**src/rtl/sckd_pkg.sv**
```systemverilog
`default_nettype none
// ----------------------------------------------------------------------------
// sckd_pkg
// Shared types and constants for the sha1 counter-mode keystream decryptor.
// ----------------------------------------------------------------------------
package sckd_pkg;

  localparam int unsigned ROUNDS  = 80;
  localparam int unsigned RND_W   = 7;
  localparam int unsigned MSG_WDS = 16;

  // configuration register indexes
  localparam logic REG_SEED_A = 1'b0;
  localparam logic REG_SEED_B = 1'b1;

  // sha-1 initial hash value
  localparam logic [31:0] IV0 = 32'h67452301;
  localparam logic [31:0] IV1 = 32'hefcdab89;
  localparam logic [31:0] IV2 = 32'h98badcfe;
  localparam logic [31:0] IV3 = 32'h10325476;
  localparam logic [31:0] IV4 = 32'hc3d2e1f0;

  // round constants
  localparam logic [31:0] K0 = 32'h5a827999;
  localparam logic [31:0] K1 = 32'h6ed9eba1;
  localparam logic [31:0] K2 = 32'h8f1bbcdc;
  localparam logic [31:0] K3 = 32'hca62c1d6;

  // padding block for one 512-bit message
  localparam logic [31:0] PAD_FIRST = 32'h80000000;
  localparam logic [31:0] PAD_LEN   = 32'h00000200;

  typedef struct packed {
    logic [7:0] cipher_byte;
    logic       last_byte;
  } in_item_t;

  typedef struct packed {
    logic [7:0] plain_byte;
    logic       last_out;
  } out_item_t;

  typedef enum logic [2:0] {
    S_IDLE,
    S_ROUND1,
    S_FOLD1,
    S_ROUND2,
    S_FOLD2,
    S_EMIT
  } state_t;

  typedef struct packed {
    logic capture;
    logic init;
    logic round;
    logic fold1;
    logic fold2;
    logic emit_direct;
    logic emit_hold;
  } cmd_t;

  typedef struct packed {
    logic ks_valid;
    logic out_free;
    logic rnd_last;
  } sts_t;

endpackage
`default_nettype wire

```
**src/rtl/sckd_ctrl.sv**
```systemverilog
`default_nettype none
// ----------------------------------------------------------------------------
// sckd_ctrl
// Sequencer: request intake, two-block sha-1 run and result hand-off.
// ----------------------------------------------------------------------------
module sckd_ctrl (
  input  wire logic          clk,
  input  wire logic          rst_n,
  input  wire logic          in_valid,
  output logic               in_stall,
  input  wire sckd_pkg::sts_t sts,
  output sckd_pkg::cmd_t     cmd,
  output sckd_pkg::state_t   state
);
  import sckd_pkg::*;

  state_t state_r, state_nxt;

  always_ff @(posedge clk) begin
    if (!rst_n) begin
      state_r <= S_IDLE;
    end else begin
      state_r <= state_nxt;
    end
  end

  always_comb begin
    state_nxt = state_r;
    cmd       = '0;
    in_stall  = 1'b1;
    unique case (state_r)
      S_IDLE: begin
        in_stall = 1'b0;
        if (in_valid) begin
          cmd.capture = 1'b1;
          if (!sts.ks_valid) begin
            cmd.init  = 1'b1;
            state_nxt = S_ROUND1;
          end else if (sts.out_free) begin
            cmd.emit_direct = 1'b1;
          end else begin
            state_nxt = S_EMIT;
          end
        end
      end
      S_ROUND1: begin
        cmd.round = 1'b1;
        if (sts.rnd_last) begin
          state_nxt = S_FOLD1;
        end
      end
      S_FOLD1: begin
        cmd.fold1 = 1'b1;
        state_nxt = S_ROUND2;
      end
      S_ROUND2: begin
        cmd.round = 1'b1;
        if (sts.rnd_last) begin
          state_nxt = S_FOLD2;
        end
      end
      S_FOLD2: begin
        cmd.fold2 = 1'b1;
        state_nxt = S_EMIT;
      end
      S_EMIT: begin
        if (sts.out_free) begin
          cmd.emit_hold = 1'b1;
          state_nxt     = S_IDLE;
        end
      end
      default: begin
        state_nxt = S_IDLE;
      end
    endcase
  end

  assign state = state_r;

endmodule
`default_nettype wire

```
**src/rtl/sckd_datapath.sv**
```systemverilog
`default_nettype none
// ----------------------------------------------------------------------------
// sckd_datapath
// Seeds, block counter, sha-1 round engine, keystream and output register.
// ----------------------------------------------------------------------------
module sckd_datapath (
  input  wire logic               clk,
  input  wire logic               rst_n,
  input  wire logic               cfg_we,
  input  wire logic               cfg_index,
  input  wire logic [63:0]        cfg_data,
  input  wire sckd_pkg::in_item_t in_data,
  input  wire logic               out_stall,
  output logic                    out_valid,
  output sckd_pkg::out_item_t     out_data,
  input  wire sckd_pkg::cmd_t     cmd,
  output sckd_pkg::sts_t          sts
);
  import sckd_pkg::*;

  logic [63:0]      seed_a_r, seed_b_r;
  logic [63:0]      ctr_r;
  logic [3:0]       pos_r;
  logic [127:0]     ks_r;
  logic             ksv_r;
  in_item_t         hold_r;
  logic             out_valid_r;
  out_item_t        out_data_r;
  logic [RND_W-1:0] rnd_r;
  logic [31:0]      a_r, b_r, c_r, d_r, e_r;
  logic [31:0]      h_r [0:4];
  logic [31:0]      win_r [0:MSG_WDS-1];

  logic [31:0]      f_val, k_val, tmp_val, w_new;
  logic [31:0]      sum [0:4];
  logic             out_free;
  logic             emit;
  in_item_t         src;
  logic [7:0]       ks_byte;

  // round function and constant by round group
  always_comb begin
    if (rnd_r < RND_W'(20)) begin
      f_val = (b_r & c_r) | (~b_r & d_r);
      k_val = K0;
    end else if (rnd_r < RND_W'(40)) begin
      f_val = b_r ^ c_r ^ d_r;
      k_val = K1;
    end else if (rnd_r < RND_W'(60)) begin
      f_val = (b_r & c_r) | (b_r & d_r) | (c_r & d_r);
      k_val = K2;
    end else begin
      f_val = b_r ^ c_r ^ d_r;
      k_val = K3;
    end
  end

  assign tmp_val = {a_r[26:0], a_r[31:27]} + f_val + e_r + k_val + win_r[0];

  logic [31:0] w_mix;
  assign w_mix = win_r[13] ^ win_r[8] ^ win_r[2] ^ win_r[0];
  assign w_new = {w_mix[30:0], w_mix[31]};

  assign sum[0] = h_r[0] + a_r;
  assign sum[1] = h_r[1] + b_r;
  assign sum[2] = h_r[2] + c_r;
  assign sum[3] = h_r[3] + d_r;
  assign sum[4] = h_r[4] + e_r;

  // configuration
  always_ff @(posedge clk) begin
    if (!rst_n) begin
      seed_a_r <= '0;
      seed_b_r <= '0;
    end else if (cfg_we) begin
      unique case (cfg_index)
        REG_SEED_A: seed_a_r <= cfg_data;
        REG_SEED_B: seed_b_r <= cfg_data;
        default: ;
      endcase
    end
  end

  // round engine
  always_ff @(posedge clk) begin
    if (!rst_n) begin
      rnd_r <= '0;
    end else if (cmd.init || cmd.fold1) begin
      rnd_r <= '0;
    end else if (cmd.round) begin
      rnd_r <= rnd_r + RND_W'(1);
    end
  end

  always_ff @(posedge clk) begin
    if (cmd.init) begin
      a_r <= IV0; b_r <= IV1; c_r <= IV2; d_r <= IV3; e_r <= IV4;
      h_r[0] <= IV0; h_r[1] <= IV1; h_r[2] <= IV2; h_r[3] <= IV3; h_r[4] <= IV4;
      win_r[0]  <= seed_a_r[63:32];
      win_r[1]  <= seed_a_r[31:0];
      win_r[2]  <= seed_a_r[63:32];
      win_r[3]  <= seed_a_r[31:0];
      win_r[4]  <= seed_b_r[63:32];
      win_r[5]  <= seed_b_r[31:0];
      win_r[6]  <= seed_b_r[63:32];
      win_r[7]  <= seed_b_r[31:0];
      for (int i = 8; i < 14; i++) begin
        win_r[i] <= '0;
      end
      win_r[14] <= ctr_r[63:32];
      win_r[15] <= ctr_r[31:0];
    end else if (cmd.round) begin
      a_r <= tmp_val;
      b_r <= a_r;
      c_r <= {b_r[1:0], b_r[31:2]};
      d_r <= c_r;
      e_r <= d_r;
      for (int i = 0; i < MSG_WDS - 1; i++) begin
        win_r[i] <= win_r[i+1];
      end
      win_r[MSG_WDS-1] <= w_new;
    end else if (cmd.fold1) begin
      a_r <= sum[0]; b_r <= sum[1]; c_r <= sum[2]; d_r <= sum[3]; e_r <= sum[4];
      for (int i = 0; i < 5; i++) begin
        h_r[i] <= sum[i];
      end
      win_r[0] <= PAD_FIRST;
      for (int i = 1; i < MSG_WDS - 1; i++) begin
        win_r[i] <= '0;
      end
      win_r[MSG_WDS-1] <= PAD_LEN;
    end
  end

  always_ff @(posedge clk) begin
    if (cmd.fold2) begin
      ks_r <= {sum[0], sum[1], sum[2], sum[3]};
    end
  end

  always_ff @(posedge clk) begin
    if (cmd.capture) begin
      hold_r <= in_data;
    end
  end

  // decrypt and stream position
  assign out_free = !out_valid_r || !out_stall;
  assign emit     = cmd.emit_direct || cmd.emit_hold;
  assign src      = cmd.emit_direct ? in_data : hold_r;
  assign ks_byte  = ks_r[{~pos_r, 3'b000} +: 8];

  always_ff @(posedge clk) begin
    if (!rst_n) begin
      ctr_r       <= '0;
      pos_r       <= '0;
      ksv_r       <= 1'b0;
      out_valid_r <= 1'b0;
    end else begin
      if (cmd.fold2) begin
        ksv_r <= 1'b1;
      end
      if (emit) begin
        out_valid_r <= 1'b1;
        if (src.last_byte) begin
          ctr_r <= '0;
          pos_r <= '0;
          ksv_r <= 1'b0;
        end else if (pos_r == 4'hf) begin
          ctr_r <= ctr_r + 64'd1;
          pos_r <= '0;
          ksv_r <= 1'b0;
        end else begin
          pos_r <= pos_r + 4'd1;
        end
      end else if (!out_stall) begin
        out_valid_r <= 1'b0;
      end
    end
  end

  always_ff @(posedge clk) begin
    if (emit) begin
      out_data_r.plain_byte <= src.cipher_byte ^ ks_byte;
      out_data_r.last_out   <= src.last_byte;
    end
  end

  assign out_valid    = out_valid_r;
  assign out_data     = out_data_r;
  assign sts.ks_valid = ksv_r;
  assign sts.out_free = out_free;
  assign sts.rnd_last = (rnd_r == RND_W'(ROUNDS - 1));

endmodule
`default_nettype wire

```
**src/rtl/sha1_counter_keystream_decryptor_top.sv**
```systemverilog
`default_nettype none
// ----------------------------------------------------------------------------
// sha1_counter_keystream_decryptor_top
// Stream decryptor: bytes xor a keystream of sha-1 digests over seeds and
// a 64-bit block counter, restarted after each byte flagged last.
// ----------------------------------------------------------------------------
//  channel  | handshake          | payload
//  in       | in_valid/in_stall  | in_data   (cipher_byte, last_byte)
//  out      | out_valid/out_stall| out_data  (plain_byte, last_out)
//  cfg      | cfg_valid/cfg_ready| cfg_index (0 seed_a, 1 seed_b), cfg_data
//
//  bytes 1..15 of a block: one request per cycle while the output register drains
//  first byte of a block: hashed by the one-round-per-cycle sha-1
//  engine running 80 rounds on each of two blocks plus fold and emit steps
//  reset clears position, counter, keystream valid, seeds and output valid
//  in_stall is high while a request is hashed or waits for the output register
// ----------------------------------------------------------------------------
module sha1_counter_keystream_decryptor_top (
  input  wire logic                clk,
  input  wire logic                rst_n,
  input  wire logic                in_valid,
  output logic                     in_stall,
  input  wire sckd_pkg::in_item_t  in_data,
  output logic                     out_valid,
  input  wire logic                out_stall,
  output sckd_pkg::out_item_t      out_data,
  input  wire logic                cfg_valid,
  output logic                     cfg_ready,
  input  wire logic                cfg_index,
  input  wire logic [63:0]         cfg_data
);
  import sckd_pkg::*;

  cmd_t   cmd;
  sts_t   sts;
  state_t state;

  assign cfg_ready = 1'b1;

  sckd_ctrl u_ctrl (
    .clk      (clk),
    .rst_n    (rst_n),
    .in_valid (in_valid),
    .in_stall (in_stall),
    .sts      (sts),
    .cmd      (cmd),
    .state    (state)
  );

  sckd_datapath u_dp (
    .clk       (clk),
    .rst_n     (rst_n),
    .cfg_we    (cfg_valid && cfg_ready),
    .cfg_index (cfg_index),
    .cfg_data  (cfg_data),
    .in_data   (in_data),
    .out_stall (out_stall),
    .out_valid (out_valid),
    .out_data  (out_data),
    .cmd       (cmd),
    .sts       (sts)
  );

  a_no_ks_while_hashing: assert property (@(posedge clk) disable iff (!rst_n)
    (state == S_ROUND1 || state == S_ROUND2 || state == S_FOLD1) |-> !sts.ks_valid)
    else $error("keystream marked valid during hashing");

  a_emit_needs_room: assert property (@(posedge clk) disable iff (!rst_n)
    (cmd.emit_hold || cmd.emit_direct) |-> sts.out_free)
    else $error("result written over a pending output");

  a_fold_after_last_round: assert property (@(posedge clk) disable iff (!rst_n)
    (cmd.fold1 || cmd.fold2) |-> $past(sts.rnd_last))
    else $error("fold without completed round sequence");

  a_ks_after_fold: assert property (@(posedge clk) disable iff (!rst_n)
    cmd.fold2 |=> sts.ks_valid)
    else $error("keystream not valid after final fold");

endmodule
`default_nettype wire
```
**config.mk**
```make
export PLATFORM = sky130hd
export DESIGN_NAME = sha1_counter_keystream_decryptor_top
export DESIGN_NICKNAME = d
export VERILOG_FILES = /design/src/rtl/sckd_pkg.sv /design/src/rtl/sckd_ctrl.sv /design/src/rtl/sckd_datapath.sv /design/src/rtl/sha1_counter_keystream_decryptor_top.sv
export SDC_FILE = /design/constraint.sdc
export NUM_CORES = 2
export LEC_CHECK = 0
export BUFFER_PORTS_ARGS = -buffer_cell sky130_fd_sc_hd__buf_2
export CAP_MARGIN = 20
export CORE_UTILIZATION = 35
export CTS_CLUSTER_SIZE = 8
export DETAILED_ROUTE_END_ITERATION = 8
export HOLD_SLACK_MARGIN = 0.15
export SYNTH_ARGS = -nofsm -noshare
export SYNTH_HDL_FRONTEND = slang
export SYNTH_SLANG_ARGS = --single-unit
export TNS_END_PERCENT = 100
```
**constraint.sdc**
```tcl
create_clock -name clk -period 30.8 [get_ports clk]
set_clock_uncertainty 0.2 [all_clocks]
set_input_delay 0 -clock clk [delete_from_list [all_inputs] [get_ports clk]]
set_output_delay 0 -clock clk [all_outputs]
set_load 0.005 [all_outputs]
```
==> metrics.csv <==
metric;value;unit
Ports;91;
Worst Path Required;31.28;ns
post-CTS setup buffers;0;
core footprint;0.164;mm2
global placement routability congestion;0.933;
cell family with most CP delay;compound AO/OA/AOI/OAI gates;
sequential-to-total area share from yosys stat;0.518;
clock share of power;0.305;
Fin. Hold Viols;0;
gr usage total;0.200;
CTS Root Cell;clkbuf_16;
pwr dens;86.2;mW/mm2
fmax;128;MHz
Min-Delay Path Class;input pin to flop;
slew margin rel.;0.254;
status;finished clean;
NetSw;2070;uW
Least-Margin Pin Slew;1.12;ns
Lkg Pwr;0.0252;uW
total power;5800;uW
Async SR Flop Fraction;0;
Detailed Route WL;169;mm
element type at the critical path end;flop;
internal power;3730;uW
CTS clk-pin slew, worst paths;0.05;ns
die height;409;um
Gate power share;0.345;
Final Core Density;0.412;
Synth Flop Type;edfxtp_1;
hpwl dp;113;mm
Final min period;7.82;ns
# H-tree levels;4;
initial antenna violation count;7;
Initial Util;0.354;
switching share of power;0.357;
Peak VDD IR;0.0624;mV
first-pass GRT wire length;258;mm
WHS;0.225;ns
DRT iter0 DRCs;3528;
CTS buffer count;167;
PortBufs;89;
vias in the first global route;41100;
slowest stage cell on the critical path;fa_1;
Setup Crit Path Kind;flop to flop;
# clock sinks;1186;
commonest non-fill, non-tap cell in the layout;nand2_1;
# setup viols final;0;
FP Rows;148;
Buf/Inv on CP;7;
WP data arrival;8.30;ns
Post-synth EDFFs;626;
CP Launch Type;flop;
detailed-route wire length per cell;21.5;um
DRC;0;
Yosys reg bits;1186;
die area;0.167;mm2
vias per std cell;5.38;
synthesized area per cell;10.8;um2
Clock Path Buffers;3;
most frequent cells in the layout;747 x nand2_1, 626 x edfxtp_1, 556 x dfxtp_1;
number of diodes;0;
antenna-violating nets left;0;
fin crit share;0.254;
Mapped Cells;5364;
Worst-Skew Late Latency;0.80;ns
Yosys cell types;87;
Synth Cell Area;0.0580;mm2
Via Count;42400;
Syn Nets;5790;
Syn-to-layout area delta;16.2;%
setup TNS;0;ns
synth warn;0;
register share of total power;0.350;
Nets;5987;
delay of the slowest critical-path stage;0.49;ns
First-pass DRT Iterations;6;
Horiz. Die Dim;409;um
largest net degree at the start of global routing;161;
CTS tree;built;
layout cells sized above 1;0.0730;
Post-CTS Resized;0;
Worst Path Max Fanout;35;
RSZ-0062 raised after global routing;no;
max-slew violation count;0;
GR Overflow Total;0;
max-cap viol count;0;
metal layers:
layer | global-route usage | wire length (um) | vias up
met5 | 0 | 64 | -
met4 | 0.0685 | 5090 | 10
met3 | 0.0364 | 12300 | 271
met1 | 0.285 | 76800 | 21000
li1 | - | - | 19700
met2 | 0.305 | 75100 | 1355
final cells by class:
| cell class | count | area [um2] |
|---|---|---|
| Fill cell | 15500 | 96200 |
| Sequential cell | 1186 | 30000 |
| Inverter | 294 | 1120 |
| Clock inverter | 15 | 325 |
| Clock buffer | 290 | 4700 |
| Timing Repair Buffer | 315 | 2630 |
| Tap cell | 2175 | 2720 |
| Multi-Input combinational cell | 3597 | 25800 |
stage by stage:
| stage | cell area (um2) | setup slack (ns) | std cells |
|---|---|---|---|
| after floorplan | 58000 | 20.31 | 5364 |
| after global placement | 60500 | 23.09 | 7390 |
| after detailed placement | 60500 | 23.04 | 7390 |
| after CTS | 67300 | 23.03 | 7871 |
| after global routing | 67400 | 22.42 | 7872 |
| final | 67400 | 22.98 | 7872 |
cell usage after synthesis, drive strengths merged, types with 40 or more instances:
master	instances	area [um2]
a21oi	347	1740
xnor2	236	2070
nand2b	55	344
xor2	100	876
a22o	352	3080
o21ai	222	1110
nand3	48	240
ha	223	2790
mux4	40	901
edfxtp	626	18800
nor2	254	953
fa	124	2480
dfxtp	560	11200
and2	61	382
o22ai	47	300
nor2b	52	325
a21o	93	698
a21boi	135	1010
nand2	752	2820
clkbuf	261	981
inv	292	1100
path summary, 6_finish.rpt:
check	start	cells past startpoint	slack, ns	to
worst max-delay path	u_dp.rnd_r[4]	29	22.98	u_dp.a_r[31]
worst min-delay path	in_valid	5	0.23	u_ctrl.state[2]
worst max register to register	u_dp.rnd_r[4]	29	22.98	u_dp.a_r[31]
worst min register to register	u_dp.win_r[1][151]	2	0.25	u_dp.win_r[1][119]
sequential cells by signal, indices dropped and copies added, names as in the netlist:
name / count
u_ctrl.state: 3
u_dp.a_r: 32
u_dp.b_r: 32
u_dp.c_r: 32
u_dp.ctr_r: 64
u_dp.d_r: 32
u_dp.e_r: 32
u_dp.h_r: 160
u_dp.hold_r: 9
u_dp.ks_r: 128
u_dp.ksv_r: 1
u_dp.out_data: 9
u_dp.out_valid: 1
u_dp.pos_r: 4
u_dp.rnd_r: 7
u_dp.seed_a_r: 64
u_dp.seed_b_r: 64
u_dp.win_r: 512
cell families after synthesis:
group / after synthesis / synth area share
AOI/OAI and AO/OA: 1488 / 0.179
xor gates and xnor gates: 336 / 0.0508
adders and majority gates: 347 / 0.0910
buffers and inverters: 581 / 0.0380
DFF: 1186 / 0.518
muxes: 59 / 0.0188
other: 1 / 0.0000647
and+or+nand+nor: 1366 / 0.104
power groups by stage:
stage | Combinational, uW | Sequential (uW) | Clock, uW
2_1_floorplan | 1490 | 1970 | 0
3_3_place_gp | 1920 | 2050 | 0
3_5_place_dp | 1940 | 2050 | 0
4_1_cts | 1980 | 2020 | 1800
5_1_grt | 2250 | 2040 | 1870
6_report | 2000 | 2030 | 1770
worst min-delay path, stage by stage:
cell           delay (ns)
dlygate4sd3_1        0.59
buf_2                0.17
a21boi_0             0.12
o21ai_0              0.22
nor3_1               0.07
repair_timing:
item / in CTS / in global routing
hold buffers: 176 / 0
setup endpoints to repair: 0 / 0
hold endpoints to repair: 219 / 0
(Power assumes the default switching activity.)
